### config.mk
export PLATFORM = sky130hd
export DESIGN_NAME = rau_front
export DESIGN_NICKNAME = d
export VERILOG_FILES = /design/src/hw/rtl/rau_pkg.sv /design/src/hw/rtl/rau_front.sv
export SDC_FILE = /design/constraint.sdc
export NUM_CORES = 1
export LEC_CHECK = 0
export BUFFER_PORTS_ARGS = -buffer_cell sky130_fd_sc_hd__buf_4
export CORE_AREA = 2 2 102 104
export DETAILED_ROUTE_END_ITERATION = 16
export DIE_AREA = 0 0 104 106
export GPL_TIMING_DRIVEN = 0
export PLACE_DENSITY_LB_ADDON = 0.2
export SLEW_MARGIN = 20
export SYNTH_ARGS = -nofsm -noshare
export SYNTH_HDL_FRONTEND = slang
export SYNTH_SLANG_ARGS = --single-unit
### constraint.sdc
create_clock -name vclk -period 4.45
set_clock_uncertainty 0.15 [all_clocks]
set_input_delay 0.89 -clock vclk [all_inputs]
set_output_delay 0.89 -clock vclk [all_outputs]
set_load 0.01 [all_outputs]
### src/hw/rtl/rau_pkg.sv
// Shared types, codes and constants of the rational arithmetic unit.
package rau_pkg;

   localparam int WORD_BITS_DEF = 32;
   localparam int QUEUE_DEPTH   = 2;

   // Operation codes
   localparam logic [2:0] MODE_ADD   = 3'd0;
   localparam logic [2:0] MODE_SUB   = 3'd1;
   localparam logic [2:0] MODE_MUL   = 3'd2;
   localparam logic [2:0] MODE_DIV   = 3'd3;
   localparam logic [2:0] MODE_CMP   = 3'd4;
   localparam logic [2:0] MODE_NEG   = 3'd5;
   localparam logic [2:0] MODE_SPLIT = 3'd6;

   // Status codes
   localparam logic [1:0] STAT_OK   = 2'd0;
   localparam logic [1:0] STAT_DIVZ = 2'd1;
   localparam logic [1:0] STAT_OVF  = 2'd2;

   // Request class decided by the front end
   typedef enum logic [1:0] {
      CLS_RUN = 2'd0,
      CLS_ERR = 2'd1,
      CLS_NOP = 2'd2
   } rau_class_type;

   typedef struct packed {
      rau_class_type      cls;
      logic [2:0]         mode;
      logic signed [31:0] a_num;
      logic [30:0]        a_den;
      logic signed [31:0] b_num;
      logic [30:0]        b_den;
   } rau_item_type;

   typedef struct packed {
      logic empty;
      logic full;
   } rau_qstat_type;

endpackage

### src/hw/rtl/rau_front.sv
// Front end: request handshake and classification of each request.
module rau_front (
   input  logic                  req_valid,
   output logic                  req_stall,
   input  logic [2:0]            req_mode,
   input  logic signed [31:0]    req_a_num,
   input  logic [30:0]           req_a_den,
   input  logic signed [31:0]    req_b_num,
   input  logic [30:0]           req_b_den,
   input  rau_pkg::rau_qstat_type q_stat,
   output logic                  q_push,
   output rau_pkg::rau_item_type q_item
);
   import rau_pkg::*;

   logic den_zero;
   logic div_zero;

   // Stall while the queue is full
   assign req_stall = q_stat.full;
   assign q_push    = req_valid && !q_stat.full;

   // Classify: unused mode first, then zero denominators and zero divisors
   assign den_zero = (req_a_den == 31'd0) || (req_b_den == 31'd0);
   assign div_zero = (req_mode == MODE_DIV) && (req_b_num == 32'sd0);

   always_comb begin
      q_item.mode  = req_mode;
      q_item.a_num = req_a_num;
      q_item.a_den = req_a_den;
      q_item.b_num = req_b_num;
      q_item.b_den = req_b_den;
      if (req_mode > MODE_SPLIT) begin
         q_item.cls = CLS_NOP;
      end else if (den_zero || div_zero) begin
         q_item.cls = CLS_ERR;
      end else begin
         q_item.cls = CLS_RUN;
      end
   end

endmodule

==> qor.txt, run 1 <==
status: completed
max cap viols: 0
hold_buf cts: 0
Setup crit start kind: input port
final count of hold timing violations: 0
synth top area cells: buf_4 81%, nor4_1 11%, nand4_1 2.6%, nor4_2 1.0%, nand3_1 0.83%
setup TNS: 0 ns
Seq/Total Area, Yosys: 0
commonest non-fill, non-tap cells in the layout: 362 x buf_4, 21 x nor4_1, 5 x nand4_1
worst path required time: 3.41 ns
Total GRT Usage: 0.09131
worst vdd ir: 0.00004086 V
Initial Util: 0.1207
number of antenna-violating nets in the routed design: 0
drt pass-1 iters: 3
Non-Filler Instances: 534
seq_cells: 0
register area: 0 um^2
Compound-Gate Fraction of Synth Area: 0.01451
pwr/cell area: 96.43 nW/um^2
n_diodes: 0
WL/cell: 10.80 um
Area Growth Syn to Fin: 158.3%
final period utilization: 0.7221
commonest non-fill, non-tap cell in the layout: buf_4
Cell Rows: 37
DP Cell Count: 534
Syn Nets: 298
core area: 10000 um^2
Die Y: 106 um
Yosys cell types: 11
worst hold margin: 1.806 ns
Slew Limit Fails: 0
DRC viols: 0
Worst Hold End: q_item[116]
die area: 11020 um^2
largest net degree at the start of global routing: 4
Post-Syn Area: 1207 um^2
grt total ovfl: 0
vias per std cell: 3.429
clock buf count: 0
Port-buffer cells: 232
endpoints failing setup: 0
initial antenna violation count: 0
PostCTS Resize Cnt: 0
first-pass GRT wire length: 8431 um
Die Wd: 104 um
worst-margin pin slew: 0.4032 ns
top-level I/O count: 265
hold depth: 2
critical path capture point type: primary output
P_leak: 0.001765 uW
via count: 1831
mux contribution to synthesized area: 0
ratio of cells with drive above 1 in the final layout: 0.9146
Tmin final: 3.213 ns
XOR/XNOR Fraction of Synth Area: 0
fmax: 311.2 MHz
peak fanout along the critical path: 2
GP Congestion: 0.7543
worst setup path class: input port to primary output
Post-Route WL: 5766 um
Worst Path Arrival: 2.17 ns
normalized max-slew margin: 0.7287
simple-gate portion of the synthesized area: 0.1772
post-CTS setup buffers: 0
RSZ-0062 raised after global routing: no
largest family of logic cells by synthesized area: buffers and inverters
Adder-Cell Fraction of Synth Area: 0
initial DRC count: 57
Synth top area share: 0.8083
Synth Instances: 166
nets: 532
dominant cell type by area after synthesis: buf_4
vias in the first global route: 1831
worst hold start: req_a_num[22]
average size of a mapped cell: 7.274 um^2
Post-DP HPWL: 5591 um
synthesis warning total: 0
Worst Hold Class: input port to primary output
cells in the mapped netlist:
cell       n
or3_1      1
nand3_1    2
buf_4    130
nor2b_1    1
a21oi_2    1
o22a_1     1
and3_1     1
nor3_1     2
nand4_1    5
nor4_1    21
nor4_2     1
per-stage QoR:
stage / total power [uW] / setup WS [ns] / util / area (um^2)
floorplan: 125.8 / 1.618 / - / 1207
global placement: 303.9 / 1.233 / 0.3119 / 3119
detailed placement: 304.8 / 1.207 / 0.3119 / 3119
CTS: 305.6 / 1.197 / 0.3119 / 3119
global route: 321.4 / 1.105 / 0.3119 / 3119
finish: 300.8 / 1.237 / 0.3119 / 3119
layout make-up:
class                      instances  area (um^2)
fill                            1088         6880
timing repair buffer             232         1742
buffer                           130        975.9
multi-input combinational         36        231.5
tap                              136        170.2
worst max path at each step:
stage / slack, ns / endpoint / start
final: 1.24 / q_item[129] / req_a_den[11]
after global routing: 1.11 / q_item[129] / req_b_num[8]
after CTS: 1.20 / q_item[129] / req_a_den[11]
after detailed placement: 1.21 / q_item[129] / req_a_den[11]
after global placement: 1.23 / q_item[129] / req_b_num[8]
after floorplan: 1.62 / q_item[129] / req_b_num[4]
report_power, final:
group | switching (uW) | internal, uW
Clock | 0 | 0
Sequential | 0 | 0
Combinational | 99.5 | 201
Total | 99.5 | 201
logic make-up after synthesis:
logic type	Yosys count
and+or+nand+nor	34
buffers and inverters	130
AOI/OAI and AO/OA	2
routing by layer:
layer  vias to the layer above  part of all wire  track usage
met1                       789              0.31      0.08763
met3                         2              0.12      0.02759
li1                        900                 -            -
met2                       140              0.57       0.1960
met4                         0            0.0054     0.004826
met5                         -                 0            0
critical path: stages:
cell,delay [ns]
buf_4,0.11
nor4_1,0.40
nand4_1,0.22
o22a_1,0.26
a21oi_2,0.14
buf_4,0.13
(Power assumes the default switching activity.)
==> run 2: changes to the inputs <==
ABC_AREA = 1   (was unset)
CORE_AREA = 2 2 101 103   (was 2 2 102 104)
DIE_AREA = 0 0 103 105   (was 0 0 104 106)
clock period = 3 ns   (was 4.45 ns; I/O delays follow)
==> qor.txt, run 2 <==
drt pass-1 iters: 4 (+1)
Post-Route M1 WL: 1675 um (-6.2%)
synthesis warning total: 0 (unchanged)
status: completed
endpoints failing setup: 0 (unchanged)
ratio of cells with drive above 1 in the final layout: 0.7891 (-0.1254)
seq_cells: 0 (unchanged)
pwr/cell area: 139.5 nW/um^2 (+45%)
Die Y: 105 um (-0.94%)
Internal: 303.3 uW (+51%)
Slew Limit Fails: 0 (unchanged)
Synth top area share: 0.7222 (-0.08607)
largest net degree at the start of global routing: 3 (-1)
Tmin final: 2.250 ns
top-level I/O count: 265 (unchanged)
final count of hold timing violations: 0 (unchanged)
post-CTS setup buffers: 0 (unchanged)
Worst Path Arrival: 1.50 ns (-0.67 ns)
Area Growth Syn to Fin: 141.2%
Cell Area, Placed: 3259 um^2 (+4.5%)
max cap viols: 0 (unchanged)
nets: 594 (+12%)
normalized max-slew margin: 0.8976 (+0.1689)
worst vdd ir: 0.00005182 V (+27%)
hold depth: 2 (unchanged)
worst path required time: 2.25 ns (-1.16 ns)
Yosys cell types: 8 (-3)
synth top area cells: buf_4 72%, nor2_1 17%, nand2_1 8.1%, inv_1 1.1%, nand4_1 0.46%
sw frac: 0.3329 (+0.002081)
commonest non-fill, non-tap cell in the layout: buf_4
clock buf count: 0 (unchanged)
Post-synth top cells: 130 x buf_4, 61 x nor2_1, 29 x nand2_1
critical path capture point type: primary output
part of the power in the clock network: 0 (unchanged)
Setup crit start kind: input port
Cell Rows: 36 (-2.7%)
Initial Util: 0.1402 (+0.01944)
core area: 9639 um^2 (-3.6%)
Port-buffer cells: 232 (unchanged)
setup TNS: 0 ns (unchanged)
vias in the first global route: 1707 (-6.8%)
Combinational Power Share: 1.000 (about the same)
top-count cell post-synth: buf_4
GP Congestion: 0.7653 (+1.5%)
grt total ovfl: 0 (unchanged)
Highest Signal Layer: met3
Non-Filler Instances: 593 (+11%)
initial DRC count: 32 (-44%)
first-pass GRT wire length: 7541 um (-11%)
number of antenna-violating nets in the routed design: 0 (unchanged)
DP Cell Count: 593 (+11%)
critical path's slowest cell: buf_4
via count: 1940 (+6.0%)
Die Wd: 103 um (-0.96%)
Pwr Total: 454.6 uW (+51%)
Worst Hold Class: input port to primary output
worst setup path class: input port to primary output
vias per std cell: 3.272 (-4.6%)
RSZ-0062 raised after global routing: no
average size of a mapped cell: 5.927 um^2 (-19%)
Crit path largest cell delay: 0.14 ns (-0.26 ns)
final instance area: 3259 um^2 (+4.5%)
n_diodes: 0 (unchanged)
met2 routed WL: 3187 um (-2.3%)
WL/cell: 9.325 um (-14%)
fmax: 444.4 MHz
die area: 10820 um^2 (-1.9%)
final period utilization: 0.7500
DRC viols: 0 (unchanged)
worst hold margin: 1.226 ns (-0.5795 ns)
Seq pwr share: 0 (unchanged)
Total GRT Usage: 0.08358 (-0.007729)
register area: 0 um^2 (unchanged)
P_sw: 151.4 uW (+52%)
Post-Route WL: 5530 um (-4.1%)
Synth Instances: 228 (+37%)
Syn Nets: 360 (+21%)
peak fanout along the critical path: 2 (unchanged)
P_leak: 0.001884 uW (+6.7%)
Post-DP HPWL: 5331 um (-4.6%)
PostCTS Resize Cnt: 0 (unchanged)
dominant cell type by area after synthesis: buf_4
commonest non-fill, non-tap cells in the layout: 362 x buf_4, 61 x nor2_1, 29 x nand2_1
hold_buf cts: 0 (unchanged)
Seq/Total Area, Yosys: 0 (unchanged)
Post-Syn Area: 1351 um^2 (+12%)
Cell Chain, Critical Path: buf_4 -> nor2_1 -> nand2_1 -> nor2_1 -> nand2_1 -> nor2_1 -> nor2_1 -> a21oi_1 -> buf_4
met3 WL: 666 um (-2.9%)
Top cell by count, worst path: nor2_1
worst-margin pin slew: 0.1524 ns (-0.2508 ns)
initial antenna violation count: 0 (unchanged)
-- run 2: stage by stage --
step	util	setup WS [ns]
after floorplan	-	1.033
after global placement	0.3381	0.6785
after detailed placement	0.3381	0.6832
after CTS	0.3381	0.6809
final	0.3381	0.7499
after global routing	0.3381	0.5554
-- run 2: critical path: cells and delay by family --
kind	cells	cell delay [ns]
buf+inv	2	0.25
compound gates	1	0.12
simple gates	6	0.53
-- run 2: final cells by class --
type,count,area (um^2)
well taps,133,166.4
fillers,1076,6380
multi-input cells,94,360.3
plain buffers,130,975.9
inverters,4,15.01
repair buffers,232,1742
-- run 2: logic make-up (layout without fill, tap and decap cells) --
family                 count (synthesis)  after routing  share of synthesized area
buffers and inverters                134            366                     0.7333
AND/OR/NAND/NOR                       93             93                     0.2630
AO/OA/AOI/OAI                          1              1                   0.003700
-- run 2: per-layer routing --
metal / global-route usage / vias to the layer above
met1: 0.07853 / 784
met2: 0.1869 / 132
li1: - / 1024
met4: 0 / 0
met3: 0.01338 / 0
met5: 0 / -
-- run 2: path summary, 6_finish.rpt --
path,endpoint,from,slack (ns)
setup / recovery,q_item[129],req_b_den[29],0.75
hold / removal,q_item[111],req_a_num[17],1.23
-- run 2: power by group through the flow --
stage / registers (uW) / logic, uW / clock network [uW]
after CTS: 0 / 462 / 0
after global routing: 0 / 489 / 0
after detailed placement: 0 / 461 / 0
after floorplan: 0 / 199 / 0
after global placement: 0 / 458 / 0
final: 0 / 455 / 0
